### config.mk
export PLATFORM = sky130hd
export DESIGN_NAME = nbg_div
export DESIGN_NICKNAME = d
export VERILOG_FILES = /design/src/nbg_div.sv
export SDC_FILE = /design/constraint.sdc
export NUM_CORES = 1
export LEC_CHECK = 0
export BUFFER_PORTS_ARGS = -buffer_cell sky130_fd_sc_hd__buf_2
export CAP_MARGIN = 15
export CORE_UTILIZATION = 55
export CTS_BUF_LIST = sky130_fd_sc_hd__clkbuf_8
export DETAILED_ROUTE_END_ITERATION = 16
export PLACE_DENSITY = 0.74
export SYNTH_ARGS = -nofsm -noshare
export SYNTH_HDL_FRONTEND = slang
export SYNTH_SLANG_ARGS = --single-unit
### constraint.sdc
create_clock -name clock -period 6.35 [get_ports clock]
set_input_delay 0.9525 -clock clock [delete_from_list [all_inputs] [get_ports clock]]
set_output_delay 0.9525 -clock clock [all_outputs]
set_load 0.02 [all_outputs]
### src/nbg_div.sv
// Restoring divider, one quotient bit per cycle.
module nbg_div #(
   parameter int W = 128
) (
   input  logic         clock,
   input  logic         reset,
   input  logic         start,
   input  logic [W-1:0] num,
   input  logic [W-1:0] den,
   output logic         done,
   output logic [W-1:0] quo
);

   localparam int CW = $clog2(W);

   logic          busy_ff, busy_in;
   logic          done_ff, done_in;
   logic [CW-1:0] cnt_ff, cnt_in;
   logic [W-1:0]  rem_ff, rem_in;
   logic [W-1:0]  quo_ff, quo_in;
   logic [W-1:0]  den_ff, den_in;
   logic [W:0]    trial;

   // Shift in one numerator bit, subtract the divisor where it fits.
   always_comb begin
      busy_in = busy_ff;
      done_in = 1'b0;
      cnt_in  = cnt_ff;
      rem_in  = rem_ff;
      quo_in  = quo_ff;
      den_in  = den_ff;
      trial   = {rem_ff, quo_ff[W-1]};
      if (start) begin
         rem_in  = '0;
         quo_in  = num;
         den_in  = den;
         cnt_in  = '0;
         busy_in = 1'b1;
      end else if (busy_ff) begin
         if (trial >= {1'b0, den_ff}) begin
            rem_in = W'(trial - {1'b0, den_ff});
            quo_in = {quo_ff[W-2:0], 1'b1};
         end else begin
            rem_in = trial[W-1:0];
            quo_in = {quo_ff[W-2:0], 1'b0};
         end
         cnt_in = cnt_ff + 1'b1;
         if (cnt_ff == CW'(W - 1)) begin
            busy_in = 1'b0;
            done_in = 1'b1;
         end
      end
   end

   always_ff @(posedge clock) begin
      if (reset) begin
         busy_ff <= 1'b0;
         done_ff <= 1'b0;
      end else begin
         busy_ff <= busy_in;
         done_ff <= done_in;
      end
      cnt_ff <= cnt_in;
      rem_ff <= rem_in;
      quo_ff <= quo_in;
      den_ff <= den_in;
   end

   assign done = done_ff;
   assign quo  = quo_ff;

endmodule

==> results.yml <==
run_status:
  status: "finished clean"
place:
  portBuffers: 387
  place_ws_ns: 1.73
  dp_hpwl_um: 59700
  gp_congestion: 1.02
  dpl_cell_area_sq_um: 27000
routing:
  detail-route-antenna-nets: 0
  drt_iter0_drc: 1744
  dr.pass1.iters: 6
  wl_um: 79300
  num_vias: 22600
  wl_per_cell_um: 21.3
  route.detailed.drc: 0
  avgViaCountPerCell: 6.07
timing:
  drv_slew: 0
  fmax_mhz: 212
  slew-limit-headroom: 0.198
  setup_tns_ns: 0
  rsz0062_at_grt: "no"
  tightestPinTransition_ns: 1.20
  period_share: 0.743
  min_period_ns: 4.72
  setup_slack_ns: 1.63
  finalSetupViolations: 0
  fin_worst_skew_ns: 0.0511
  hold_viol: 0
global_routing:
  use_met1: 0.411
  busiest_layer: "met2"
  grt_pass1_wl_um: 122000
  grt.overflow.total: 0
  antenna_found_initial: 6
  grt_pass1_vias: 22300
  use_met2: 0.566
  grt_start_max_net_pins: 226
  gr-usage-all-layers: 0.336
  globalRouteMet3Util: 0.0657
yosys:
  synth_cell_types: 88
  syn_area_sq_um: 24800
  yosysWarnings: 0
  syn_nets: 3146
  ys_ff_latch: 393
  async_reset_ff_frac: 0
  postSynthCellCount: 2757
  ys.flop_type: "edfxtp_1"
  ys_seq_area_frac: 0.420
  synth_edf_count: 256
  syn_avg_cell_area_sq_um: 9.01
finish:
  final_common_cell: "buf_2"
  layout_common_cells: "buf_2, nand2_1, nor2_1"
  finalNetCount: 3462
  syn_to_final_growth_pct: 14.7
  stdcell_area_sq_um: 28500
  drive_above_1_share: 0.219
die:
  die_height_um: 215
  die_w_um: 215
  core_area_sq_um: 44400
  boundaryPins: 388
  initial_utilization: 0.559
  rows: 77
  die_area_sq_um: 46000
worst_setup_path:
  crit_type: "reg2reg"
  slowest_stage: "nor2_1"
  path_cells: "inv_1 -> ha_1 -> nand2_1 -> or3_1 -> a211o_1 -> a211oi_2 -> o21bai_2 -> a31oi_4 -> a31oi_4 -> o21a_4 -> buf_4 -> nor2_1 -> nand2_1 -> a21oi_1"
  crit_required_ns: 6.94
  startpoint_type: "flip-flop"
  worstPathMaxFanout: 63
  endpoint_kind: "flip-flop"
  cp_slowest_stage_delay_ns: 0.69
  worstRegToRegCells: 14
  cp.arrival_ns: 5.31
run:
  drv_cap: 0
clock_network:
  post_cts_resized: 0
  cts_root_buf: "clkbuf_8"
  worstSkewPairLatency_ns: 0.69
  numCtsBuffers: 70
  h-tree-depth: 3
  post_cts_buffers: 0
  cts_tree: "yes"
  cts.path.max_buffers: 3
  cts_hold_buf: 0
  clk_pin_slew_worst_paths_ns: 0.07
  clkSinkCount: 393
pwr:
  power.share.clock: 0.334
  power.leakage_uw: 0.0118
  ir_drop_mv: 0.267
  switching_share: 0.331
  p_seq_frac: 0.416
  power.switching_uw: 2470
  p_int_uw: 4990
  power_density_nw_per_um2: 262
  combPwrFrac: 0.250
hold_path:
  holdPathStages: 2
  hold_path_class: "in2reg"
==> Yosys cell counts, types with 16 or more instances <==
cell,count,area [sq um]
nand2_1,361,1360
nor2_1,294,1100
edfxtp_1,256,7690
a21oi_1,241,1210
inv_1,165,619
o21ai_0,149,746
dfxtp_1,137,2740
mux2_2,135,1520
ha_1,129,1610
clkbuf_1,128,480
nand4_1,79,494
a311oi_1,75,657
xnor2_1,59,517
xor2_1,46,403
nand3_1,40,200
a21o_1,39,293
o21bai_1,38,285
nor3_1,36,180
o21a_1,26,195
a211oi_1,24,180
or3_1,17,106
nand2b_1,16,100
==> sequential cells by signal, indices dropped and copies added (netlist names) <==
| signal | cells |
|---|---|
| busy_ff | 1 |
| cnt_ff | 7 |
| den_ff | 128 |
| done | 1 |
| quo | 128 |
| rem_ff | 128 |
==> layout make-up <==
type | instances | area (sq um)
Timing Repair Buffer | 404 | 2100
Antenna cell | 2 | 5.00
Tap cell | 592 | 741
Fill cell | 3795 | 15900
Multi-Input combinational cell | 2039 | 13100
Clock buffer | 77 | 1060
Clock inverter | 51 | 407
Sequential cell | 393 | 10400
Inverter | 165 | 622
==> stage by stage <==
step / instances / power [uW] / hold WS (ns) / utilization
6_report: 3723 / 7460 / 0.442 / 0.641
4_1_cts: 3721 / 7470 / 0.401 / 0.641
5_1_grt: 3723 / 7790 / 0.401 / 0.641
2_1_floorplan: 2757 / 4400 / 0.458 / -
3_3_place_gp: 3593 / 4950 / 0.468 / 0.608
3_5_place_dp: 3593 / 4970 / 0.486 / 0.608
==> kinds of logic after synthesis <==
kind of cell,Yosys count,synth area share
flops,393,0.420
buf+inv,325,0.0529
compound gates,746,0.197
xor+xnor,105,0.0370
mux,144,0.0648
fa+ha+maj,130,0.0658
simple gates,914,0.163
==> power groups by stage <==
stage	Clock (uW)	Sequential, uW	Combinational [uW]
3_3_place_gp	0	3140	1810
4_1_cts	2530	3100	1840
3_5_place_dp	0	3150	1830
2_1_floorplan	0	3230	1170
5_1_grt	2650	3120	2020
6_report	2490	3100	1870
==> worst paths after layout <==
| path | slack [ns] | end | startpoint |
|---|---|---|---|
| setup reg to reg | 1.63 | rem_ff[63]$_SDFFE_PP0P_ | den_ff[12]$_DFFE_PP_ |
| hold reg to reg | 0.50 | rem_ff[32]$_SDFFE_PP0P_ | rem_ff[31]$_SDFFE_PP0P_ |
| hold / removal | 0.44 | busy_ff$_SDFF_PP0_ | reset |
| setup / recovery | 1.63 | rem_ff[63]$_SDFFE_PP0P_ | den_ff[12]$_DFFE_PP_ |
==> critical path: cells and delay by family, from the launching register on <==
kind | cells | cell delay [ns]
DFF | 1 | 0.31
buffers and inverters | 2 | 0.43
adders and majority gates | 1 | 0.42
and+or+nand+nor | 4 | 1.32
AOI/OAI and AO/OA | 7 | 2.11
==> routing by layer <==
metal | vias up | wire length [um]
met2 | 996 | 37800
met5 | - | 26
met1 | 10700 | 31900
met3 | 222 | 5620
li1 | 10700 | -
met4 | 4 | 3970
Power figures use the tool's default switching activity.
