`src/nbg_mul.sv`:
```
// Shift-and-add multiplier, one multiplier bit per cycle.
module nbg_mul #(
   parameter int AW = 64,
   parameter int BW = 64
) (
   input  logic            clock,
   input  logic            reset,
   input  logic            start,
   input  logic [AW-1:0]   a,
   input  logic [BW-1:0]   b,
   output logic            done,
   output logic [AW+BW-1:0] prod
);

   localparam int CW = $clog2(BW);

   logic            busy_ff, busy_in;
   logic            done_ff, done_in;
   logic [CW-1:0]   cnt_ff, cnt_in;
   logic [AW+BW-1:0] mcand_ff, mcand_in;
   logic [BW-1:0]   mplier_ff, mplier_in;
   logic [AW+BW-1:0] prod_ff, prod_in;

   // One partial product is added per cycle.
   always_comb begin
      busy_in   = busy_ff;
      done_in   = 1'b0;
      cnt_in    = cnt_ff;
      mcand_in  = mcand_ff;
      mplier_in = mplier_ff;
      prod_in   = prod_ff;
      if (start) begin
         mcand_in  = {{BW{1'b0}}, a};
         mplier_in = b;
         prod_in   = '0;
         cnt_in    = '0;
         busy_in   = 1'b1;
      end else if (busy_ff) begin
         if (mplier_ff[0]) begin
            prod_in = prod_ff + mcand_ff;
         end
         mcand_in  = mcand_ff << 1;
         mplier_in = mplier_ff >> 1;
         cnt_in    = cnt_ff + 1'b1;
         if (cnt_ff == CW'(BW - 1)) begin
            busy_in = 1'b0;
            done_in = 1'b1;
         end
      end
   end

   always_ff @(posedge clock) begin
      if (reset) begin
         busy_ff <= 1'b0;
         done_ff <= 1'b0;
      end else begin
         busy_ff <= busy_in;
         done_ff <= done_in;
      end
      cnt_ff    <= cnt_in;
      mcand_ff  <= mcand_in;
      mplier_ff <= mplier_in;
      prod_ff   <= prod_in;
   end

   assign done = done_ff;
   assign prod = prod_ff;

endmodule

```
`config.mk`:
```
export PLATFORM = sky130hd
export DESIGN_NAME = nbg_mul
export DESIGN_NICKNAME = d
export VERILOG_FILES = /design/src/nbg_mul.sv
export SDC_FILE = /design/constraint.sdc
export NUM_CORES = 1
export LEC_CHECK = 0
export BUFFER_PORTS_ARGS = -buffer_cell sky130_fd_sc_hd__buf_2
export CORE_MARGIN = 2
export CORE_UTILIZATION = 60
export CTS_CLUSTER_DIAMETER = 80
export DETAILED_ROUTE_END_ITERATION = 10
export GPL_TIMING_DRIVEN = 0
export PLACE_DENSITY = 0.82
export SYNTH_ARGS = -nofsm -noshare
export SYNTH_HDL_FRONTEND = slang
export SYNTH_SLANG_ARGS = --single-unit
```
`constraint.sdc`:
```
create_clock -name clock -period 4.35 [get_ports clock]
set_input_delay 0.6525 -clock clock [delete_from_list [all_inputs] [get_ports clock]]
set_output_delay 0.6525 -clock clock [all_outputs]
set_load 0.1 [all_outputs]
```
==> key figures <==
Synth
  – Largest cells by area after synthesis: dfxtp_1 (19%), edfxtp_1 (18%), ha_1 (7.5%)
  – Synth Area in Simple Gates: 16.9%
  – Post-synth top area share: 18.8%
  – Synth Area in Adders: 7.62%
  – Synth area leader: dfxtp_1
  – Mux contribution to synthesized area: 9.87%
  – Mapped cell area: 21300 sq um
  – Ys Warns: 0
  – Syn Nets: 2728
  – Ys async rst share: 0%
  – Post-synthesis sequential area ratio: 36.9%
  – Post-synth EDFFs: 128
  – XOR/XNOR share of the synthesized area: 4.52%
  – Cell variety after synth: 84
  – Main combinational cell family by area after synthesis: compound AO/OA/AOI/OAI gates
  – Post-synthesis compound-gate area fraction: 20.6%
  – Mapped Cells: 2468
  – Main flop type after synthesis: dfxtp_1
  – Yosys reg bits: 328
  – Avg Cell Area, Syn: 8.63 sq um

Floorplanning
  – # IOs: 260
  – Core area: 34700 sq um
  – Die area: 37000 sq um
  – Die Wd: 192 um
  – Core Rows: 68
  – Starting Density: 61.3%
  – Die H: 192 um

Clock tree
  – CTS tree: done
  – Clk sinks: 328
  – CTS Buf Count: 37
  – Clock Tree Buf Depth: 3
  – Clock-pin slew on the worst setup and hold paths: 60 ps
  – Post-CTS Hold Buffers: 0
  – Worst-Skew Late Latency: 590 ps
  – H-tree levels: 2
  – Cts repair resizes: 0
  – Clock Root Buffer: clkbuf_16
  – Setup bufs post-CTS: 0

Drt
  – Routed WL: 71500 um
  – Residual DRC: 0
  – DR pass1 iterations: 6
  – Vias post-DR: 20361
  – Drt initial violations: 1585
  – Detail Route Antenna Nets: 0
  – Detailed-route vias per instance: 6.26
  – Drt wl/cell: 22.0 um

STA
  – Hold Vio Cnt, Final: 0
  – Unrepaired setup endpoints after global routing: no
  – Post-layout min period: 4210 ps
  – Final setup violation count: 0
  – Setup Skew: 14.1 ps
  – Slew margin rel.: 30.8%
  – Final Slew Violations: 0
  – Fmax achieved: 238 MHz
  – Measured slew at the worst slew-check pin: 1040 ps
  – Period utilization: 96.8%

Setup path
  – CP required: 4800 ps
  – CP arrival: 4660 ps
  – CP max stage delay: 580 ps
  – R2R setup slack: 140 ps
  – Reg2Reg Depth: 13
  – CP delay by family, top: compound AO/OA/AOI/OAI gates
  – WP buf/inv: 1
  – CP Max Fanout: 8
  – Worst-path cell chain: ha_1, buf_2, a21o_1, a21o_1, a21oi_1, o2111ai_1, o21ai_1, nor3_1, a21oi_1, a211oi_1, or3b_1, xnor2_1, o21ai_1
  – Critical R2R Launch: prod[56]
  – Worst setup EP type: flop
  – RR Endpoint: prod[115]
  – CP startpoint kind: flop
  – CP max-delay cell: a21oi_1
  – CP Depth: 13
  – WS Path Type: flop to flop

Layout
  – Final Net Count: 3027
  – Most frequent cells in the layout: nand2_1 (321), buf_2 (286), a21oi_1 (285)
  – Core Util, Final: 70.6%
  – Area growth syn-to-layout: 15.0%
  – Leading cell type in the layout, fill and taps excluded: nand2_1
  – Layout cells sized above 1: 18.8%

Global routing
  – Antenna violations before repair: 7
  – First-pass GRT wire length: 109000 um
  – Grt ovf: 0
  – Gr usage total: 38.0%
  – Vias in the first global route: 19733
  – Largest net degree at the start of global routing: 54

Placed design
  – DP HPWL: 55000 um
  – I/O Buffers: 258
  – Routability Congestion: 1.00

Power
  – Maximum VDD drop: 0.429 mV
  – Tot Pwr: 0.00872 W
  – Cell Pwr Density: 356 nW/um^2
  – Leak Pwr: 10.1 nW

Worst hold path
  – Worst Hold Class: primary input to flop
  – Min-delay src: reset
  – Hold EP: busy_ff
  – Hold Crit Depth: 2

Run
  – Max-cap violations: 0

Status
  – Outcome: finished clean
-- layer usage --
| metal | vias to the layer above | share of wire (%) | routed length (um) | track usage [%] |
|---|---|---|---|---|
| li1 | 9534 | - | - | - |
| met2 | 931 | 47 | 33700 | 64.0 |
| met4 | 6 | 4.7 | 3370 | 17.5 |
| met3 | 211 | 8.1 | 5770 | 7.80 |
| met1 | 9679 | 40 | 28600 | 46.7 |
| met5 | - | 0.064 | 46 | 0 |
-- sequential cells by signal, summed over array words and instances, names as in the netlist --
register / count
cnt_ff: 6
prod: 128
mplier_ff: 64
mcand_ff: 128
done: 1
busy_ff: 1
-- cell families after synthesis --
kind of cell / count (synthesis)
buffers and inverters: 189
adder cells (fa/ha/maj): 129
flip-flops: 328
AND/OR/NAND/NOR: 805
XOR/XNOR: 110
multiplexers: 194
AO/OA/AOI/OAI: 713
-- cell type report --
class	instances	area (sq um)
multi-input cells	1951	12700
flip-flops and latches	328	7850
diodes	4	10.0
repair buffers	260	1350
plain buffers	146	618
clock buffers	47	1000
clock inverters	19	262
fillers	2706	10200
well taps	455	569
inverters	43	161
-- worst reg2reg max path, cell delays in order (launching register included) --
cell	delay, ps
dfxtp_1	450
ha_1	270
buf_2	180
a21o_1	190
a21o_1	180
a21oi_1	580
o2111ai_1	220
o21ai_1	410
nor3_1	110
a21oi_1	460
a211oi_1	320
or3b_1	470
xnor2_1	180
o21ai_1	70
-- power by group --
part	internal [W]	switching, W
logic	0.000588	0.00130
clock network	0.00190	0.00140
registers	0.00341	0.000121
total	0.00590	0.00282
-- worst max-delay path by stage --
stage / from / slack (ps) / endpoint
global route: mcand_ff[0] / 30 / prod[82]
global placement: start / -850 / mcand_ff[39]
floorplan: prod[0] / 640 / prod[108]
CTS: mcand_ff[16] / 160 / prod[113]
finish: prod[56] / 140 / prod[115]
detailed placement: mcand_ff[16] / 180 / prod[113]
-- per-stage QoR --
step	setup slack [ps]	instance area (sq um)	hold WS (ps)	setup TNS (ps)	std cells
final	140	24500	259	0	3253
after global routing	25.5	24500	262	0	3251
after CTS	165	24500	246	0	3249
after detailed placement	176	23200	460	0	3183
after global placement	-845	23200	453	-105770	3181
after floorplan	637	21300	458	0	2468
-- Yosys cell counts (7+ instances only) --
cell type  instances
mux2_2           126
nand2b_1           8
a21boi_0          12
edfxtp_1         128
buf_1              9
mux2i_1           67
nor2b_1           10
nor3_1            35
clkbuf_1          99
nor2_1           249
a21oi_1          285
xnor2_1           68
buf_4              9
dfxtp_1          200
nand4_1           77
a21o_1            63
ha_1             128
buf_2             28
o31ai_1            8
o211ai_1           9
a31oi_1           14
nor4_1             9
a211oi_1          15
o21ai_1           27
o2111ai_1          7
o21a_1            21
or3_1             11
or2_2             18
o21bai_1          46
o21ai_0          141
nand2_1          321
xor2_1            42
inv_1             43
and2_1            10
nand3_1           28
No activity file was read; power rests on OpenSTA's default activity.
