==> config.mk <==
export PLATFORM = sky130hd
export DESIGN_NAME = nbg_cell
export DESIGN_NICKNAME = d
export VERILOG_FILES = /design/src/nbg_pkg.sv /design/src/nbg_cell.sv
export SDC_FILE = /design/constraint.sdc
export NUM_CORES = 1
export LEC_CHECK = 0
export BUFFER_PORTS_ARGS = -buffer_cell sky130_fd_sc_hd__buf_2
export CAP_MARGIN = 20
export CELL_PAD_IN_SITES_DETAIL_PLACEMENT = 0
export CELL_PAD_IN_SITES_GLOBAL_PLACEMENT = 2
export CORE_AREA = 2 2 568 570
export CTS_CLUSTER_DIAMETER = 120
export DETAILED_ROUTE_END_ITERATION = 16
export DIE_AREA = 0 0 570 572
export PLACE_DENSITY = 0.4
export SYNTH_ARGS = -nofsm -noshare
export SYNTH_HDL_FRONTEND = slang
export SYNTH_SLANG_ARGS = --single-unit
==> constraint.sdc <==
create_clock -name clock -period 7.3 [get_ports clock]
set_input_delay 1.095 -clock clock [delete_from_list [all_inputs] [get_ports clock]]
set_output_delay 1.095 -clock clock [all_outputs]
set_load 0.02 [all_outputs]
==> src/nbg_pkg.sv <==
// Shared types, constants and helpers of the n-body gravity step block.
package nbg_pkg;

   // Value format and derived widths.
   localparam int VAL_W     = 48;
   localparam int IDX_FW    = 4;
   localparam int WIDE_W    = 128;
   localparam int MUL_W     = 64;
   localparam int DATA_W    = 296;
   localparam int PAD_W     = DATA_W - IDX_FW - 6 * VAL_W;
   localparam int CSR_IDX_W = 1;
   localparam int CSR_W     = 32;
   localparam int COUNT_W   = 5;

   typedef logic signed [VAL_W-1:0] val_type;
   typedef val_type [2:0] vec3_type;

   localparam val_type VAL_MAX = {1'b0, {(VAL_W-1){1'b1}}};
   localparam val_type VAL_MIN = {1'b1, {(VAL_W-1){1'b0}}};

   localparam logic [CSR_W-1:0]   G_RESET     = 32'd214748365;
   localparam logic [COUNT_W-1:0] COUNT_RESET = 5'd6;

   // State held by one cell of the body ring.
   typedef struct packed {
      vec3_type pos;
      vec3_type vel;
      vec3_type acc;
   } body_type;

   // Per-cell controls.
   typedef struct packed {
      logic shift;
      logic load;
      logic acc_wr;
   } cell_ctl_type;

   typedef enum logic [CSR_IDX_W-1:0] {
      CSR_G_FACTOR,
      CSR_BODY_COUNT
   } csr_index_type;

   typedef enum logic {
      OP_LOAD,
      OP_STEP
   } op_type;

   typedef enum logic {
      KIND_BODY,
      KIND_BARY
   } kind_type;

   typedef enum logic [4:0] {
      S_IDLE,
      S_ROW,
      S_COL,
      S_SQ_GO,
      S_SQ_WAIT,
      S_RT_GO,
      S_RT_WAIT,
      S_DSQ_GO,
      S_DSQ_WAIT,
      S_COS_GO,
      S_COS_WAIT,
      S_GM_GO,
      S_GM_WAIT,
      S_TRM_GO,
      S_TRM_WAIT,
      S_NEXTJ,
      S_ROWEND,
      S_ROWADV,
      S_UPD,
      S_BAR_GO,
      S_BAR_WAIT,
      S_BAR_OUT
   } state_type;

   // Saturating add of two values.
   function automatic val_type sat_add(val_type a, val_type b);
      logic [VAL_W:0] s;
      s = {a[VAL_W-1], a} + {b[VAL_W-1], b};
      if (s[VAL_W] != s[VAL_W-1]) begin
         return s[VAL_W] ? VAL_MIN : VAL_MAX;
      end
      return val_type'(s[VAL_W-1:0]);
   endfunction

endpackage

==> src/nbg_cell.sv <==
// One cell of the body ring: holds position, velocity and acceleration of one body.
module nbg_cell import nbg_pkg::*; (
   input  logic         clock,
   input  cell_ctl_type ctl,
   input  body_type     shift_in,
   input  body_type     load_in,
   input  vec3_type     acc_in,
   output body_type     state_out
);

   body_type body_ff, body_in;

   // A load writes position and velocity; a shift takes the neighbor's state.
   always_comb begin
      body_in = body_ff;
      if (ctl.load) begin
         body_in.pos = load_in.pos;
         body_in.vel = load_in.vel;
      end else if (ctl.shift) begin
         body_in = shift_in;
      end else if (ctl.acc_wr) begin
         body_in.acc = acc_in;
      end
   end

   always_ff @(posedge clock) begin
      body_ff <= body_in;
   end

   assign state_out = body_ff;

endmodule

==> results.yml, run 1 <==
floorplan:
  die_h_um: 572
  io-pin-count: 1444
  dieArea_sq_um: 326000
  die_x_um: 570
  core_area_sq_um: 320000
  core.rowCount: 208
  start_util_pct: 5.80
sta:
  timing.final.setup_violations: 0
  postLayoutSetupSlackWorst_ns: 4.33
  slew_viol_final: 0
  totalNegativeSetupSlack_ns: 0
  slew_headroom_pct: 39.2
  max_freq_ghz: 0.337
  timing_worst_slew_pin_value_ns: 0.912
  finalHoldViolCount: 0
  min_period_ns: 2.97
  final.period_utilization_pct: 40.6
  rsz0062_at_grt: "no"
critical_path:
  cp_slowest_stage_delay_ns: 0.88
  req_time_crit_path_ns: 7.67
  cpMaxStageDelayCell: "o21ba_4"
  startpoint_type: "primary input"
  crit_type: "primary input to flip-flop"
  critPathMaxFanout: 101
  crit_chain: "buf_8, buf_4, o21ba_4, buf_12"
  critical_path.endpoint_type: "flip-flop"
  critPathArrivalTime_ns: 3.34
clock_network:
  ctsHtreeMaxLevel: 3
  root_buffer: "clkbuf_16"
  clk_pin_slew_worst_paths_ns: 0.06
  post-cts-setup-buffer-count: 0
  cts_tree: "built"
  cts_hold_buf: 0
  cts_buffers: 75
  clock_sink_count: 432
  post_cts_resized: 0
  cts.path.max_buffers: 4
synthesis:
  yosysWarnings: 0
  synth.most_common_cell: "edfxtp_1"
  synth_enable_flop_cells: 432
  synth_top_cells_by_area: "edfxtp_1 70%, mux2_2 20%, mux2_4 7.9%"
  ys_types: 8
  synth_seq_cells: 432
  synth.top_cells.by_count: "432 x edfxtp_1, 334 x mux2_2, 98 x mux2_4"
  yosys_most_used_dff: "edfxtp_1"
  synth_nets: 1926
  yosysSeqAreaShare_pct: 70.0
  synth_async_sr_flop_share_pct: 0
  post_synth_instance_area_sq_um: 18500
  syn_inst: 914
  yosysTopAreaCell: "edfxtp_1"
  synth_top_area_share_pct: 70.0
  avgSynthCellArea_sq_um: 20.3
final_layout:
  largest_reg_flops: 432
  fillCellCount: 36900
  syn_to_final_growth_pct: 76.1
  drive_gt1_share_pct: 79.9
  post-route-util_pct: 10.2
  finish.net_count: 3264
detailed_routing:
  detail_route.iter0.violations: 643
  vias_per_cell: 2.28
  drt.antenna.violating_nets: 0
  totalWireLength_um: 186000
  avgRoutedWirePerCell_um: 28.4
  drt_pre_antenna_iters: 4
  routed-via-count: 14900
  post_detailed_route_drc_marker_count: 0
flow_run:
  maxCapViolations: 0
global_routing:
  grt_max_degree: 129
  grt_util_all_layers_pct: 11.0
  first_pass_grt_wire_length_um: 218000
  via_count_of_the_first_global_routing_pass: 15900
  number_of_antenna_violations_at_the_first_check_in_global_routing: 164
  gr-total-overflow: 0
power:
  total_leakage_power_nw: 12.8
  pwr_total_mw: 8.47
  power.density_nw_per_um2: 260
  power.ir.vdd_worst_uv: 121
hold_path:
  timing.hold.worst.class: "primary input to flip-flop"
run_status:
  outcome: "finished clean"
placed_design:
  routability_cong: 0.826
  place.port_buffers: 1299
  dpl_worst_slack_ns: 3.52
  detailedPlacementHpwl_um: 165000
stage by stage:
step	cells	hold WS (ns)	cell area (sq um)
2_1_floorplan	914	1.31	18500
6_report	6552	0.613	32700
3_3_place_gp	6375	1.40	30100
3_5_place_dp	6375	1.40	30100
5_1_grt	6511	0.558	32600
4_1_cts	6506	0.499	32500
logic make-up after synthesis:
group	synth area share [%]
AND/OR/NAND/NOR	0.0338
multiplexers	28.2
buffers and inverters	1.72
flip-flops	70.0
AO/OA/AOI/OAI	0.0540
metal layers:
metal	routed length, um	share of wire, %	global-route usage, %
met2	79000	42	17.0
met1	64000	34	11.1
met3	37800	20	9.63
met5	378	0.20	0
met4	5170	2.8	2.25
final cells by class:
cell class                 count  area [sq um]  share of cell area, %
clock inverter                39           433                   1.33
sequential                   432         13000                   39.7
clock buffer                  92          1960                   6.01
antenna                       46           115                  0.353
timing repair buffer        1309          6660                   20.4
tap                         4200          5260                   16.1
multi-input combinational    434          5260                   16.1
final timing paths:
kind | start | to | slack [ns] | depth (start not counted)
max | ctl[1] | state_out[6] | 4.33 | 4
min | shift_in[343] | state_out[343] | 0.61 | 2
worst max-delay path: cells and delay by family:
kind                   cells  cell delay (ns)
buffers and inverters      3             0.97
AO/OA/AOI/OAI              1             0.88
report_power, final:
part / internal [mW] / switching (mW)
registers: 3.04 / 0.0809
logic: 0.534 / 1.16
clock network: 2.19 / 1.47
placed cells by master, fill, tap and decap left out:
cell           n
inv_6          3
clkbuf_16     76
buf_2       1297
mux2_2       334
clkinv_1      15
buf_12         5
diode_2       46
clkbuf_1      16
clkinv_16      1
o21ba_4        1
buf_4          5
or2_4          1
clkinvlp_4     2
bufinv_16      8
clkinv_4       4
clkinv_2       6
edfxtp_1     432
mux2_4        98
clkbuf_8       1
buf_8          1
(Power assumes the default switching activity.)
==> inputs of run 2 (changes only) <==
==> constraint.sdc (replaced) <==
create_clock -name clock -period 3 [get_ports clock]
set_input_delay 0.45 -clock clock [delete_from_list [all_inputs] [get_ports clock]]
set_output_delay 0.45 -clock clock [all_outputs]
set_load 0.02 [all_outputs]
==> run 2 against run 1 <==
Compared with the run above:
- worst setup slack lost 3.3 ns
- power up 140%
- clock power rose by 120%
- first-iteration DRC count grew 8.4%
- sequential cell count unchanged
- design area rose by 25%
- sequential share of layout area is 7.9 points lower
- global-route usage is 0.75 points higher
- largest power group unchanged
- sequential power is 140% higher
==> results.yml, run 2 (synthesis gave the netlist of run 1 again) <==
power:
  power.density_nw_per_um2: 509
  power.ir.vdd_worst_uv: 338
  total_leakage_power_nw: 16.2
  power.share.combinational_pct: 24.2
  switching_power_mw: 6.37
  seq_power_share_pct: 36.5
  power_switching_share_pct: 30.7
  intPower_mw: 14.4
  pwr-share-clk_pct: 39.3
placed_design:
  place.port_buffers: 1299
  routability_cong: 0.792
  detailedPlacementHpwl_um: 178000
critical_path:
  critPathArrivalTime_ns: 2.53
  critical_path_buf_inv_count: 4
  req_time_crit_path_ns: 3.51
  crit_type: "primary input to flip-flop"
  critical_path.endpoint_type: "flip-flop"
  crit_chain: "buf_8, buf_12, buf_12, mux2_2, dlygate4sd3_1"
  crit_family: "buffers and inverters"
  crit_path_frequent_cell: "buf_12"
  cp_slowest_stage_delay_ns: 0.58
  critPathMaxFanout: 55
  startpoint_type: "primary input"
  cpMaxStageDelayCell: "dlygate4sd3_1"
  cp.depth: 5
detailed_routing:
  post_detailed_route_drc_marker_count: 0
  vias_per_cell: 2.52
  routed-via-count: 18600
  avgRoutedWirePerCell_um: 27.1
  totalWireLength_um: 200000
  drt.antenna.violating_nets: 0
  detail_route.iter0.violations: 697
  drt_pre_antenna_iters: 5
sta:
  timing_worst_slew_pin_value_ns: 0.625
  hold_slack_ns: 0.0693
  slew_headroom_pct: 58.4
  timing.final.setup_violations: 0
  final.period_utilization_pct: 67.2
  totalNegativeSetupSlack_ns: 0
  slew_viol_final: 0
  min_period_ns: 2.02
  finalHoldViolCount: 0
  rsz0062_at_grt: "no"
  max_freq_ghz: 0.496
floorplan:
  core_area_sq_um: 320000
  die_x_um: 570
  core.rowCount: 208
  die_h_um: 572
  dieArea_sq_um: 326000
  io-pin-count: 1444
  start_util_pct: 5.80
global_routing:
  first_pass_grt_wire_length_um: 236000
  number_of_antenna_violations_at_the_first_check_in_global_routing: 230
  grt_util_all_layers_pct: 11.7
  gr-total-overflow: 0
  grt_max_degree: 75
  via_count_of_the_first_global_routing_pass: 19200
hold_path:
  timing.hold.worst.class: "primary input to flip-flop"
  hold_path_depth: 2
clock_network:
  cts_tree: "built"
  cts.path.max_buffers: 4
  post-cts-setup-buffer-count: 0
  clk_pin_slew_worst_paths_ns: 0.05
  root_buffer: "clkbuf_16"
  clock_sink_count: 432
  cts_buffers: 71
  post_cts_resized: 0
  ctsHtreeMaxLevel: 3
final_layout:
  syn_to_final_growth_pct: 120
  largest_reg_flops: 432
  finish.net_count: 4090
  fillCellCount: 36500
  drive_gt1_share_pct: 59.6
  layout.cells.most_common_list: "1,297 x buf_2, 801 x dlygate4sd3_1, 432 x edfxtp_1"
  layout_commonest_cell: "buf_2"
flow_run:
  maxCapViolations: 0
run_status:
  outcome: "finished clean"
[run 2: changes by cell type in the layout (fill, tap and decap cells not counted), moves of 2 or more]
cell,delta
clkinv_4,-3
dlygate4sd3_1,+801
buf_12,+8
buf_4,+21
bufinv_16,-3
clkinv_1,-2
diode_2,-3
clkbuf_16,-4
[run 2: layer usage]
layer	vias to the layer above	routed length [um]	track usage, %
met2	1441	82000	17.6
li1	8029	-	-
met4	76	5290	2.40
met5	-	512	0
met3	431	38100	9.87
met1	8597	73900	12.5
[run 2: worst paths after layout]
kind	start	to	slack [ns]
min	acc_in[120]	state_out[120]	0.07
max	ctl[1]	state_out[250]	0.98
[run 2: final cells by class]
class	instances	area [sq um]	area share, %
timing repair buffer	2139	15000	36.8
multi-input combinational	434	5260	12.9
clock inverter	32	307	0.752
clock buffer	87	1860	4.56
sequential	432	13000	31.8
antenna	43	108	0.264
tap	4200	5260	12.9
[run 2: power groups by stage]
stage | clock network, mW | registers (mW) | logic [mW]
after floorplan | 0 | 8.54 | 0.755
after detailed placement | 0 | 7.70 | 4.13
final | 8.15 | 7.58 | 5.02
after CTS | 8.60 | 7.60 | 5.20
after global placement | 0 | 7.69 | 4.14
after global routing | 8.70 | 7.65 | 5.44
[run 2: repair_timing]
| action | in CTS | in global routing |
|---|---|---|
| hold endpoints to repair | 408 | 0 |
| endpoints found under the setup margin | 0 | 0 |
| hold buffers | 801 | 0 |
[run 2: metrics by stage]
step	setup WS (ns)	area, sq um	util (%)	total power, mW	std cells
final	0.985	40800	12.7	20.8	7367
after global routing	0.901	40700	12.7	21.8	7333
after CTS	0.889	40600	12.7	21.4	7324
after detailed placement	0.588	30500	9.52	11.8	6404
after global placement	0.600	30500	9.52	11.8	6404
after floorplan	-0.380	18600	-	9.30	914
==> inputs of run 3 (changes only) <==
==> constraint.sdc (replaced) <==
create_clock -name clock -period 1.94 [get_ports clock]
set_input_delay 0.291 -clock clock [delete_from_list [all_inputs] [get_ports clock]]
set_output_delay 0.291 -clock clock [all_outputs]
set_load 0.02 [all_outputs]
==> run 3 against run 2 <==
Compared with the run above:
- non-clock buffer count up 100
- combinational power up 60%
- sequential power grew 54%
- worst setup slack worse by 0.81 ns
==> results.yml, run 3 (synthesis gave the netlist of run 1 again) <==
run_status:
  outcome: "finished clean"
sta:
  totalNegativeSetupSlack_ns: 0
  timing.final.setup_violations: 0
  slew_headroom_pct: 71.0
  rsz0062_at_grt: "no"
  finalHoldViolCount: 0
  hold_slack_ns: 0.122
  final.period_utilization_pct: 91.0
  slew_viol_final: 0
  postLayoutSetupSlackWorst_ns: 0.174
  min_period_ns: 1.77
  timing_worst_slew_pin_value_ns: 0.438
  max_freq_ghz: 0.566
final_layout:
  finalNonFillerCells: 7494
  layout.cells.most_common_list: "1,297 x buf_2, 864 x dlygate4sd3_1, 432 x edfxtp_1"
  fillCellCount: 36400
  drive_gt1_share_pct: 58.9
  finish.net_count: 4190
  final_cell_area_sq_um: 41900
  largest_reg_flops: 432
  layout_commonest_cell: "buf_2"
  multiInputGateArea_sq_um: 5260
  area.sequential_sq_um: 13000
  syn_to_final_growth_pct: 126
  post-route-util_pct: 13.1
clock_network:
  ctsHtreeMaxLevel: 3
  post-cts-setup-buffer-count: 0
  clock_sink_count: 432
  root_buffer: "clkbuf_16"
  clk_pin_slew_worst_paths_ns: 0.06
  cts_buffers: 71
  cts_tree: "built"
  cts.path.max_buffers: 4
detailed_routing:
  routed-via-count: 19200
  vias_per_cell: 2.56
  detail_route.iter0.violations: 860
  post_detailed_route_drc_marker_count: 0
  drt.antenna.violating_nets: 0
  avgRoutedWirePerCell_um: 26.9
  drt_pre_antenna_iters: 5
  totalWireLength_um: 202000
critical_path:
  critical_path.endpoint_type: "output port"
  crit_chain: "buf_2"
  req_time_crit_path_ns: 1.65
  critPathMaxFanout: 1
  startpoint_type: "flip-flop"
  crit_type: "flip-flop to output port"
  critical_path_buf_inv_count: 1
  critPathArrivalTime_ns: 1.47
  cp_slowest_stage_delay_ns: 0.38
  cpMaxStageDelayCell: "buf_2"
  crit_family: "buffers and inverters"
placed_design:
  detailedPlacementHpwl_um: 180000
  dpl_worst_slack_ns: 0.117
  routability_cong: 0.799
  placed_area_sq_um: 30900
  dp_cell_count: 6441
  place.port_buffers: 1299
flow_run:
  maxCapViolations: 0
global_routing:
  first_pass_grt_wire_length_um: 240000
  grt_util_all_layers_pct: 11.9
  grt_max_degree: 46
  gr-total-overflow: 0
  via_count_of_the_first_global_routing_pass: 19900
  number_of_antenna_violations_at_the_first_check_in_global_routing: 232
floorplan:
  die_h_um: 572
  io-pin-count: 1444
  start_util_pct: 5.80
  dieArea_sq_um: 326000
  core.rowCount: 208
  die_x_um: 570
  core_area_sq_um: 320000
power:
  power.density_nw_per_um2: 768
  pwr_total_mw: 32.2
  power.ir.vdd_worst_uv: 484
  total_leakage_power_nw: 16.7
hold_path:
  timing.hold.worst.class: "primary input to flip-flop"
  hold_path_depth: 3
  worstHoldEndpoint: "state_out[13]"
  min_from: "ctl[0]"
==> run 3: layer usage <==
layer / vias up / wire [um] / track usage, % / part of all wire, %
met5: - / 571 / 0 / 0.28
met1: 8998 / 74300 / 13.0 / 37
met2: 1444 / 82700 / 17.8 / 41
li1: 8256 / - / - / -
met4: 86 / 5750 / 2.57 / 2.8
met3: 431 / 38600 / 9.51 / 19
==> run 3: repair_timing <==
action,in CTS,in global routing
hold buffers,864,0
setup endpoints to repair,0,0
hold endpoints to repair,432,0
resized for setup,0,0
==> run 3: cell type report <==
type,count,share of cell area (%)
diodes,72,0.430
well taps,4200,12.6
clock buffers,85,4.42
multi-input cells,434,12.6
clock inverters,32,0.693
flip-flops and latches,432,31.0
repair buffers,2239,38.3
==> run 3: how the worst max path moves through the flow <==
stage / start / end / slack (ns) / cells after the start
floorplan: ctl[1] / state_out[144] / -1.28 / 4
global placement: ctl[1] / state_out[313] / 0.12 / 4
detailed placement: ctl[1] / state_out[245] / 0.12 / 4
CTS: state_out[145] / state_out[145] / 0.01 / 1
global route: state_out[207] / state_out[207] / 0.02 / 1
finish: state_out[185] / state_out[185] / 0.17 / 1
==> run 3: power breakdown <==
part	internal [mW]	switching, mW	total, mW
clock	7.30	5.13	12.4
sequential	11.4	0.277	11.7
combinational	3.57	4.44	8.01
