**src/nbg_sqrt.sv**
```systemverilog
// Integer square root, one result bit per cycle.
module nbg_sqrt #(
   parameter int W = 128
) (
   input  logic           clock,
   input  logic           reset,
   input  logic           start,
   input  logic [W-1:0]   rad,
   output logic           done,
   output logic [W/2-1:0] root
);

   localparam int CW = $clog2(W / 2);

   logic          busy_ff, busy_in;
   logic          done_ff, done_in;
   logic [CW-1:0] cnt_ff, cnt_in;
   logic [W-1:0]  rem_ff, rem_in;
   logic [W-1:0]  res_ff, res_in;
   logic [W-1:0]  one_ff, one_in;
   logic [W-1:0]  trial;

   // The result and the trial bit never overlap, so the trial is an OR.
   always_comb begin
      busy_in = busy_ff;
      done_in = 1'b0;
      cnt_in  = cnt_ff;
      rem_in  = rem_ff;
      res_in  = res_ff;
      one_in  = one_ff;
      trial   = res_ff | one_ff;
      if (start) begin
         rem_in  = rad;
         res_in  = '0;
         one_in  = W'(1) << (W - 2);
         cnt_in  = '0;
         busy_in = 1'b1;
      end else if (busy_ff) begin
         if (rem_ff >= trial) begin
            rem_in = rem_ff - trial;
            res_in = (res_ff >> 1) | one_ff;
         end else begin
            res_in = res_ff >> 1;
         end
         one_in = one_ff >> 2;
         cnt_in = cnt_ff + 1'b1;
         if (cnt_ff == CW'(W / 2 - 1)) begin
            busy_in = 1'b0;
            done_in = 1'b1;
         end
      end
   end

   always_ff @(posedge clock) begin
      if (reset) begin
         busy_ff <= 1'b0;
         done_ff <= 1'b0;
      end else begin
         busy_ff <= busy_in;
         done_ff <= done_in;
      end
      cnt_ff <= cnt_in;
      rem_ff <= rem_in;
      res_ff <= res_in;
      one_ff <= one_in;
   end

   assign done = done_ff;
   assign root = res_ff[W/2-1:0];

endmodule

```
**config.mk**
```make
export PLATFORM = sky130hd
export DESIGN_NAME = nbg_sqrt
export DESIGN_NICKNAME = d
export VERILOG_FILES = /design/src/nbg_sqrt.sv
export SDC_FILE = /design/constraint.sdc
export NUM_CORES = 1
export LEC_CHECK = 0
export BUFFER_PORTS_ARGS = -buffer_cell sky130_fd_sc_hd__buf_2
export CORE_MARGIN = 2
export CORE_UTILIZATION = 40
export CTS_CLUSTER_DIAMETER = 200
export DETAILED_ROUTE_END_ITERATION = 6
export MAX_ROUTING_LAYER = met4
export PLACE_DENSITY = 0.65
export SETUP_SLACK_MARGIN = 0.5
export SLEW_MARGIN = 20
export SYNTH_ARGS = -nofsm -noshare
export SYNTH_HDL_FRONTEND = slang
export SYNTH_SLANG_ARGS = --single-unit
```
**constraint.sdc**
```tcl
create_clock -name clock -period 20.1 [get_ports clock]
set_clock_uncertainty 0.15 [all_clocks]
set_input_delay 2.01 -clock clock [delete_from_list [all_inputs] [get_ports clock]]
set_output_delay 2.01 -clock clock [all_outputs]
set_load 0.05 [all_outputs]
```
==> flow_summary.toml, run 1 <==
[floorplanning]
initial_core_util_pct = 40.2
dieHeight_um = 239
core_area_um2 = 54800
dieArea_um2 = 57000
row_count = 86
chipWidth_um = 239
ioPinCount = 196

[outcome]
violations = "DRC"
status = "finished with violations"

[critical_path]
r2r_start = "one_ff[0]"
critPathMaxFanout = 51
crit_top_cell = "a21oi_1"
startpoint_type = "register"
arrival_ns = 5.42
cp_top_family = "simple AND/OR/NAND/NOR gates"
cp.required_ns = 20.13
worstSetupPathType = "reg2reg"
r2r_cells = 17
rrSetupSlack_ns = 14.71
path_cells = "or2_2 -> ha_1 -> inv_1 -> fa_1 -> a21o_1 -> a211o_1 -> nand4_1 -> nand3_1 -> a2111oi_1 -> nor3_2 -> a21oi_1 -> o21ai_1 -> a21oi_1 -> o41ai_4 -> nand2_1 -> nand2_4 -> buf_4"
cp-end-kind = "register"
cp.depth = 17
crit_buf_inv = 2
timing.rr.end = "rem_ff[26]"
slowest_stage = "buf_4"
cpPeakStageDelay_ns = 0.71

[power]
power.share.clock_pct = 22.2
internal-power_mw = 1.78
power.net_switching_mw = 1.29
leakagePower_nw = 9.53
sw_frac_of_total_pct = 42.0
power_frac_comb_pct = 49.4
power_frac_seq_pct = 28.4
power.density_nw_per_um2 = 127
ir_worst_vdd_uv = 57.9

[cts]
cts_tree = "built"
htree_levels = 2
postCtsHoldBufs = 0
cts_buffers = 38
root_buffer = "clkbuf_16"
cts_setup_buffers = 0
cts.path.max_buffers = 3
clk_pin_slew_ns = 0.06
cts_sinks = 327
cts_resized = 0
clock_latency_ns = 0.57

[yosys]
synth_area_um2 = 22000
synth_fa_ha_area_share_pct = 7.36
postSynth.asyncResetShare_pct = 0
syn_area_per_cell_um2 = 8.14
ys_seq_elements = 327
yosys.area.top_type_share_pct = 18.1
synth_largest_area_cell = "dfxtp_1"
synth_area_leaders = "dfxtp_1, edfxtp_1, ha_1"
ys_seq_area_share_pct = 35.5
synthCells = 2709
synth.area.mux_share_pct = 6.11
synth_xor_area_share_pct = 4.77
syn-num-nets = 2969
synth_top_family_by_area = "compound AO/OA/AOI/OAI gates"
synth_edf_count = 128
ys_types = 74
synthSimpleGateAreaFrac_pct = 17.2
synth_compound_area_share_pct = 22.3
ys.flop_type = "dfxtp_1"
ys.warnings.count = 0

[timing]
hold_viol = 0
relSlewSlack_pct = 24.4
period_minus_slack_ns = 5.39
final.setup.tns_ns = 0
worst_slew_pin_slew_ns = 1.11
rsz0062_at_grt = "no"
setup_ws_ns = 14.71
slew_violations = 0
finalSetupViolCount = 0
post-route-period-util_pct = 26.8
fmax_ghz = 0.186

[hold_path]
min_delay_path_depth = 2
worst_hold_path_type = "reg2reg"
hold_end = "res_ff[126]"
holdCritStartpoint = "res_ff[126]"

[layout]
multi_input_area_um2 = 12700
layout_commonest_cell = "nor2_1"
final_cell_mix = "nor2_1, nand2_1, a21oi_1"
seq_area_um2 = 7830
fin_area_um2 = 24100
n_antenna_cell = 0
area_growth_pct = 9.54
drive_gt1_share_pct = 10.3
fillCellCount = 5408
layout.nets = 2994

[detailed_routing]
wl_per_cell_um = 18.8
viasPerCell = 5.66
topRoutingLayerUsed = "met4"
drc = 2
first_pass_iters = 7
wl_met1_um = 30500
antenna_left = 0
met3_length_um = 3990
wl_met2_um = 28800
drtIter0Drc = 1504
vias = 19600
wl_um = 65200

[global_routing]
grt_pass1_vias = 18700
grt_pass1_wl_um = 102000
grt_remaining_overflow = 0
antenna_found_initial = 0
grt_max_degree = 104
grt_use_total_pct = 23.0

[place]
pre_cts_slack_ns = 14.73
io_buffers = 195
dpl.hpwl_um = 49500
gp_congestion = 0.952
place_area_um2 = 22900

[run]
maxCapViolations = 0
## worst max path at each step
stage | slack [ns] | to | from
after floorplan | 13.48 | rem_ff[0] | res_ff[0]
after global placement | 14.88 | rem_ff[30] | one_ff[0]
after detailed placement | 14.73 | rem_ff[30] | one_ff[0]
after CTS | 14.69 | rem_ff[17] | one_ff[0]
after global routing | 14.41 | rem_ff[3] | one_ff[0]
final | 14.71 | rem_ff[26] | one_ff[0]
## layout make-up
class | count | area share [%]
tap | 704 | 3.65
timing repair buffer | 206 | 4.51
sequential | 327 | 32.4
clock inverter | 14 | 0.404
inverter | 110 | 1.71
multi-input combinational | 2051 | 52.7
clock buffer | 54 | 4.58
## metal layers
metal,vias to the layer above,track usage [%]
met5,-,-
met4,0,7.25
met3,101,3.05
met2,619,34.8
met1,9259,31.9
li1,9639,-
## synthesized netlist by cell type, types with 7 or more instances
| cell type | count |
|---|---|
| and2_1 | 7 |
| xnor2_1 | 75 |
| ha_1 | 128 |
| nor4_1 | 17 |
| clkbuf_1 | 135 |
| nand4_1 | 68 |
| mux2i_1 | 129 |
| a21boi_0 | 12 |
| o31ai_1 | 10 |
| a31oi_1 | 11 |
| or2_2 | 7 |
| nor2_1 | 376 |
| nor2b_1 | 15 |
| dfxtp_1 | 199 |
| edfxtp_1 | 128 |
| xor2_1 | 45 |
| nand2_1 | 272 |
| o21ai_0 | 210 |
| a21o_1 | 89 |
| nor3_1 | 29 |
| inv_1 | 109 |
| o211ai_1 | 12 |
| buf_4 | 64 |
| o21bai_1 | 43 |
| or3_1 | 11 |
| a21oi_1 | 264 |
| o21a_1 | 29 |
| a211oi_1 | 73 |
| buf_2 | 19 |
| nand3_1 | 23 |
| nand2b_1 | 12 |
## kinds of logic after synthesis
kind of cell             after synthesis
XOR/XNOR                             120
AND/OR/NAND/NOR                      864
adder cells (fa/ha/maj)              129
flip-flops                           327
buffers and inverters                331
multiplexers                         134
AO/OA/AOI/OAI                        804
## registers in the layout, indices dropped and copies added (netlist names)
name / flops
rem_ff: 128
res_ff: 127
one_ff: 64
cnt_ff: 6
busy_ff: 1
done: 1
## metrics by stage
step | total power [mW] | utilization, % | cells | hold slack (ns)
detailed placement | 2.37 | 41.8 | 3397 | 0.321
global placement | 2.36 | 41.8 | 3397 | 0.307
finish | 3.08 | 44.1 | 3466 | 0.328
global route | 3.28 | 44.1 | 3466 | 0.373
CTS | 3.07 | 44.0 | 3465 | 0.329
floorplan | 2.01 | - | 2709 | 0.295
## power by group through the flow
stage	sequential, mW	combinational, mW	clock (mW)
after floorplan	0.874	1.13	0
after global placement	0.883	1.48	0
after detailed placement	0.887	1.49	0
after CTS	0.874	1.49	0.701
after global routing	0.886	1.67	0.724
final	0.874	1.52	0.684
## tightest hold or removal path: cells and delay by family, from the launching register on
family | cells | cell delay [ns]
AND/OR/NAND/NOR | 1 | 0.06
flip-flops | 1 | 0.33
AO/OA/AOI/OAI | 1 | 0.05
(Power assumes the default switching activity.)
==> run 2, diff against run 1 <==
--- a/config.mk
+++ b/config.mk
@@ -11,7 +11,7 @@
 export CTS_CLUSTER_DIAMETER = 200
 export DETAILED_ROUTE_END_ITERATION = 6
 export MAX_ROUTING_LAYER = met4
-export PLACE_DENSITY = 0.65
+export PLACE_DENSITY = 0.67
 export SETUP_SLACK_MARGIN = 0.5
 export SLEW_MARGIN = 20
 export SYNTH_ARGS = -nofsm -noshare
==> constraint.sdc (replaced) <==
create_clock -name clock -period 4.6 [get_ports clock]
set_clock_uncertainty 0.15 [all_clocks]
set_input_delay 0.46 -clock clock [delete_from_list [all_inputs] [get_ports clock]]
set_output_delay 0.46 -clock clock [all_outputs]
set_load 0.05 [all_outputs]
==> run 2 against run 1 <==
The flow now finishes without violations; final cell count increased by 2.9%; routed wire length up 8.9%; die area stayed put; non-clock buffer count is 93 higher; largest cell class unchanged; design area up 7.5%; first-iteration DRC count is 20% higher; via count rose by 3.8%; clock power increased to 4.5 times the previous value; highest routed layer unchanged; hold slack got worse by 0.29 ns; combinational power grew to 5.0 times the previous value; critical endpoint is now rem_ff[125]; power grew to 4.7 times the previous value.
==> flow_summary.toml, run 2 (synthesis gave the netlist of run 1 again) <==
[floorplanning]
chipWidth_um = 239
dieHeight_um = 239
row_count = 86
dieArea_um2 = 57000
ioPinCount = 196
initial_core_util_pct = 40.2
core_area_um2 = 54800

[layout]
fin_area_um2 = 26000
layout_commonest_cell = "nor2_1"
final_util_pct = 47.4
largest_register_ffs = 128
regMostFlops = "rem_ff"
layout.nets = 3091
area_growth_pct = 17.8
n_antenna_cell = 0
drive_gt1_share_pct = 17.9
final_cell_mix = "nor2_1, nand2_1, a21oi_1"
reg_top3 = "rem_ff (128), res_ff (127), one_ff (64)"
fillCellCount = 5219

[cts]
cts_sinks = 327
clk_pin_slew_ns = 0.06
root_buffer = "clkbuf_16"
cts_tree = "built"
cts_buffers = 38
htree_levels = 2
cts.path.max_buffers = 3
clock_latency_ns = 0.57

[global_routing]
grt_max_degree = 107
grt_pass1_vias = 19300
grt_pass1_wl_um = 106000
antenna_found_initial = 1
grt_remaining_overflow = 0
grt_use_total_pct = 23.8

[timing]
slew_violations = 0
timing.hold.ws_ns = 0.0348
post-route-period-util_pct = 90.2
final.setup.tns_ns = 0
fmax_ghz = 0.241
hold_viol = 0
finalSetupViolCount = 0
rsz0062_at_grt = "yes"
relSlewSlack_pct = 31.7
period_minus_slack_ns = 4.15
worst_slew_pin_slew_ns = 1.02

[power]
power.net_switching_mw = 6.14
ir_worst_vdd_uv = 243
power_frac_seq_pct = 26.4
power.share.clock_pct = 21.2
leakagePower_nw = 10.3
power_frac_comb_pct = 52.3
fin_total_pwr_mw = 14.5
power.density_nw_per_um2 = 560
sw_frac_of_total_pct = 42.3
internal-power_mw = 8.40

[critical_path]
startpoint_type = "register"
slowest_stage = "or4_4"
path_cells = "inv_1 -> ha_4 -> nand2_1 -> or4_4 -> a2111o_1 -> o211ai_1 -> or4b_4 -> nand4_1 -> a31o_2 -> o41a_1 -> o21a_4 -> nor4_4 -> o31a_1 -> o31ai_2"
cp-end-kind = "register"
cpPeakStageDelay_ns = 0.56
critPathMaxFanout = 7
arrival_ns = 4.30
worstSetupPathType = "reg2reg"
cp.required_ns = 4.75

[detailed_routing]
first_pass_iters = 5
viasPerCell = 5.71
antenna_left = 0
drtIter0Drc = 1810
drc = 0
wl_um = 71000
wl_per_cell_um = 19.9
vias = 20400

[place]
place_area_um2 = 23400
io_buffers = 195
gp_congestion = 0.936
dpl.hpwl_um = 50900

[outcome]
status = "finished, final reports clean"

[hold_path]
worst_hold_path_type = "in2reg"

[run]
maxCapViolations = 0
## run 2: cell count changes in the layout (fill, tap and decap cells not counted), sizes merged, moves of 2 or more
cell,previous run,this run
buf,206,291
clkbuf,54,64
clkinv,12,10
inv,110,112
nand2,272,276
## run 2: final timing paths
| check | from | end | slack [ns] | cells after the start |
|---|---|---|---|---|
| worst min register to register | res_ff[126] | res_ff[126] | 0.33 | 2 |
| worst min-delay path | rad[111] | rem_ff[111] | 0.03 | 3 |
| worst max register to register | res_ff[23] | rem_ff[125] | 0.45 | 14 |
| worst max-delay path | res_ff[23] | rem_ff[125] | 0.45 | 14 |
## run 2: worst max-delay path: cells and delay by family (launching register included)
| kind | cells | cell delay (ns) |
|---|---|---|
| buffers and inverters | 1 | 0.08 |
| AOI/OAI and AO/OA | 7 | 1.76 |
| and+or+nand+nor | 5 | 1.22 |
| DFF | 1 | 0.36 |
| adders and majority gates | 1 | 0.30 |
## run 2: repair_timing
action	in CTS	in global routing
setup buffers	16	12
hold buffers	1	0
gates resized for setup	85	98
cloned	3	16
setup endpoints to repair	222	234
pin swaps	33	25
hold endpoints to repair	2	0
## run 2: power groups by stage
stage                     logic [mW]  registers [mW]  clock network (mW)
final                           7.61            3.84                3.08
after global routing            8.26            3.88                3.24
after CTS                       7.06            3.84                3.15
after detailed placement        6.74            3.88                   0
after global placement          6.70            3.86                   0
after floorplan                 4.99            3.80                   0
## run 2: cell type report
type	instances	area, um^2	area share [%]
sequential	327	7870	30.3
multi-input combinational	2055	13500	51.9
inverter	110	413	1.59
timing repair buffer	299	2040	7.87
clock buffer	57	1200	4.62
clock inverter	13	72.6	0.280
tap	704	881	3.39
## run 2: stage by stage
stage / instances / setup slack, ns
6_report: 3565 / 0.449
5_1_grt: 3565 / 0.322
3_3_place_gp: 3447 / -0.0750
2_1_floorplan: 2709 / 0.513
4_1_cts: 3537 / 0.409
3_5_place_dp: 3447 / -0.0678
## run 2: per-layer routing
layer / vias to the layer above / part of all wire (%) / global-route usage (%)
met5: - / 0 / -
met4: 0 / 3.2 / 8.30
met3: 109 / 5.6 / 2.73
met1: 9771 / 45 / 31.9
li1: 9834 / - / -
met2: 648 / 46 / 37.4
==> run 3, diff against run 2 <==
--- a/config.mk
+++ b/config.mk
@@ -5,6 +5,7 @@
 export SDC_FILE = /design/constraint.sdc
 export NUM_CORES = 1
 export LEC_CHECK = 0
+export ABC_AREA = 1
 export BUFFER_PORTS_ARGS = -buffer_cell sky130_fd_sc_hd__buf_2
 export CORE_MARGIN = 2
 export CORE_UTILIZATION = 40
==> run 3 against run 2 <==
The run now ends with DRC left; count of clock-buffer cells in the layout is 2 higher; first-iteration DRC count is 46% higher; sequential share of layout area down 3.5 points; synthesized cell count up 58%; sequential power is 3% lower; routed wire length grew 53%; largest cell class unchanged.
==> flow_summary.toml, run 3 <==
[timing]
hold_viol = 0
slew_violations = 0
timing.hold.ws_ns = 0.00890
final.setup.tns_ns = 0
rsz0062_at_grt = "yes"
fmax_ghz = 0.254
post-route-period-util_pct = 85.7
relSlewSlack_pct = 29.4
finalSetupViolCount = 0
worst_slew_pin_slew_ns = 1.06
period_minus_slack_ns = 3.94

[layout]
final_util_pct = 44.5
largest_register_ffs = 128
area_growth_pct = 10.3
layout.nets = 4624
reg_top3 = "rem_ff (128), res_ff (127), one_ff (64)"
drive_gt1_share_pct = 10.2
layout_commonest_cell = "nand2_1"
fillCellCount = 7215
final_cell_mix = "nand2_1, inv_1, nor2_1"
regMostFlops = "rem_ff"

[floorplanning]
core_area_um2 = 65600
dieHeight_um = 261
row_count = 94
initial_core_util_pct = 40.3
chipWidth_um = 261
ioPinCount = 196
dieArea_um2 = 68300

[critical_path]
cp-startpoint = "one_ff[0]"
slowest_stage = "fa_2"
crit_buf_inv = 2
path_cells = "or2_2 -> ha_1 -> inv_1 -> fa_2 -> nand2_1 -> nand2_1 -> nand3_2 -> nand2_2 -> nand2_2 -> nand2_2 -> nand2_2 -> nand2_4 -> nand2_4 -> nand2_4 -> nand2_2 -> nand3_4 -> nand2_2 -> nand2_8 -> buf_16"
crit_top_cell = "nand2_2"
critPathMaxFanout = 52
worstSetupPathType = "reg2reg"
startpoint_type = "register"
cp-end-kind = "register"
timing.rr.end = "rem_ff[75]"
rrSetupSlack_ns = 0.66
arrival_ns = 4.03
r2r_cells = 19
cpPeakStageDelay_ns = 0.34
cp.required_ns = 4.69
cp_top_family = "simple AND/OR/NAND/NOR gates"
r2r_start = "one_ff[0]"

[cts]
cts_buffers = 39
clock_latency_ns = 0.58
clk_pin_slew_ns = 0.06
cts_tree = "built"
root_buffer = "clkbuf_16"
htree_levels = 2
cts.path.max_buffers = 3
cts_sinks = 327

[detailed_routing]
antenna_left = 0
vias = 27400
drc = 1
wl_um = 108000
wl_per_cell_um = 20.6
first_pass_iters = 7
drtIter0Drc = 2650
viasPerCell = 5.22

[yosys]
synth_area_um2 = 26500
synth_area_leaders = "nand2_1, dfxtp_1, edfxtp_1"
ys_seq_elements = 327
yosys.area.top_type_share_pct = 20.6
synth_common_cells = "nand2_1, inv_1, nor2_1"
syn-num-nets = 4532
yosys.cell_count.top_type = "nand2_1"
ys_seq_area_share_pct = 29.6
postSynth.asyncResetShare_pct = 0
ys.flop_type = "dfxtp_1"
synthCells = 4272
synth_edf_count = 128
ys.warnings.count = 0
ys_types = 38
syn_area_per_cell_um2 = 6.20
synth_largest_area_cell = "nand2_1"

[place]
io_buffers = 195
gp_congestion = 1.12
dpl.hpwl_um = 90200

[power]
fin_total_pwr_mw = 15.2
power.share.clock_pct = 20.9
power_frac_comb_pct = 54.7
power_frac_seq_pct = 24.4
power.net_switching_mw = 7.47
power.density_nw_per_um2 = 521
leakagePower_nw = 13.6
sw_frac_of_total_pct = 49.1
ir_worst_vdd_uv = 333
internal-power_mw = 7.74

[global_routing]
grt_pass1_wl_um = 159000
grt_max_degree = 144
grt_use_total_pct = 32.1
antenna_found_initial = 1
grt_remaining_overflow = 0
grt_pass1_vias = 26100

[hold_path]
hold_end = "rem_ff[93]"
worst_hold_path_type = "in2reg"
min_delay_path_depth = 3
holdCritStartpoint = "rad[93]"

[outcome]
status = "finished with violations"
violations = "DRC"

[run]
maxCapViolations = 0
## run 3: cell types whose count changed after synthesis, moves of 51 or more
| cell | delta |
|---|---|
| a211oi_1 | -73 |
| a21o_1 | -88 |
| a21oi_1 | +76 |
| a21oi_2 | +51 |
| clkbuf_1 | -54 |
| inv_1 | +532 |
| mux2i_1 | -129 |
| nand2_1 | +1183 |
| nand3_1 | +164 |
| nand3_2 | +52 |
| o21ai_0 | +68 |
## run 3: kinds of logic after synthesis
family | synth area share [%]
AND/OR/NAND/NOR | 35.2
buffers and inverters | 13.1
AO/OA/AOI/OAI | 14.7
flip-flops | 29.6
adder cells (fa/ha/maj) | 6.12
XOR/XNOR | 1.39
## run 3: layout make-up
type                            count  area [um^2]  area share, %
Multi-Input combinational cell   3120        15200           52.2
Sequential cell                   327         7830           26.8
Inverter                          655         2470           8.45
Timing Repair Buffer              221         1270           4.35
Clock buffer                       59         1120           3.85
Tap cell                          864         1080           3.70
Clock inverter                     13          186          0.639
Antenna cell                        1         2.50        0.00857
## run 3: repair_timing
item | CTS | global route
hold buffers | 7 | 0
setup buffers | 0 | 0
endpoints found under the hold margin | 7 | 0
setup endpoints to repair | 0 | 106
resized for setup | 0 | 4
## run 3: per-stage QoR
| stage | instances | instance area [um^2] | setup slack (ns) |
|---|---|---|---|
| after global routing | 5260 | 29200 | 0.457 |
| after detailed placement | 5179 | 27800 | 0.555 |
| after floorplan | 4272 | 26500 | 0.945 |
| after CTS | 5258 | 29200 | 0.551 |
| after global placement | 5179 | 27800 | 0.569 |
| final | 5260 | 29200 | 0.660 |
## run 3: worst reg2reg max path, stage by stage (launching register included)
cell and delay, ns:
dfxtp_1 0.31, or2_2 0.30, ha_1 0.20, inv_1 0.19, fa_2 0.34, nand2_1 0.09
nand2_1 0.14, nand3_2 0.09, nand2_2 0.14, nand2_2 0.10, nand2_2 0.12, nand2_2 0.07
nand2_4 0.13, nand2_4 0.07, nand2_4 0.08, nand2_2 0.07, nand3_4 0.22, nand2_2 0.22
nand2_8 0.21, buf_16 0.28
## run 3: per-layer routing
layer	track usage, %	vias up	part of all wire (%)
met3	3.57	186	5.6
met1	41.4	12800	44
met5	-	-	0
met2	52.7	835	47
met4	10.2	0	3.5
li1	-	13600	-
## run 3: worst max path at each step
stage	end	cells past startpoint
after floorplan	rem_ff[0]	19
after global placement	rem_ff[126]	19
after detailed placement	rem_ff[126]	19
after CTS	rem_ff[75]	19
after global routing	rem_ff[75]	19
final	rem_ff[75]	19
## run 3: power groups by stage
stage,Combinational [mW],Clock (mW),Sequential (mW)
finish,8.32,3.18,3.71
global placement,8.07,0,3.76
floorplan,5.32,0,3.72
CTS,8.11,3.24,3.72
global route,8.98,3.34,3.76
detailed placement,8.07,0,3.77
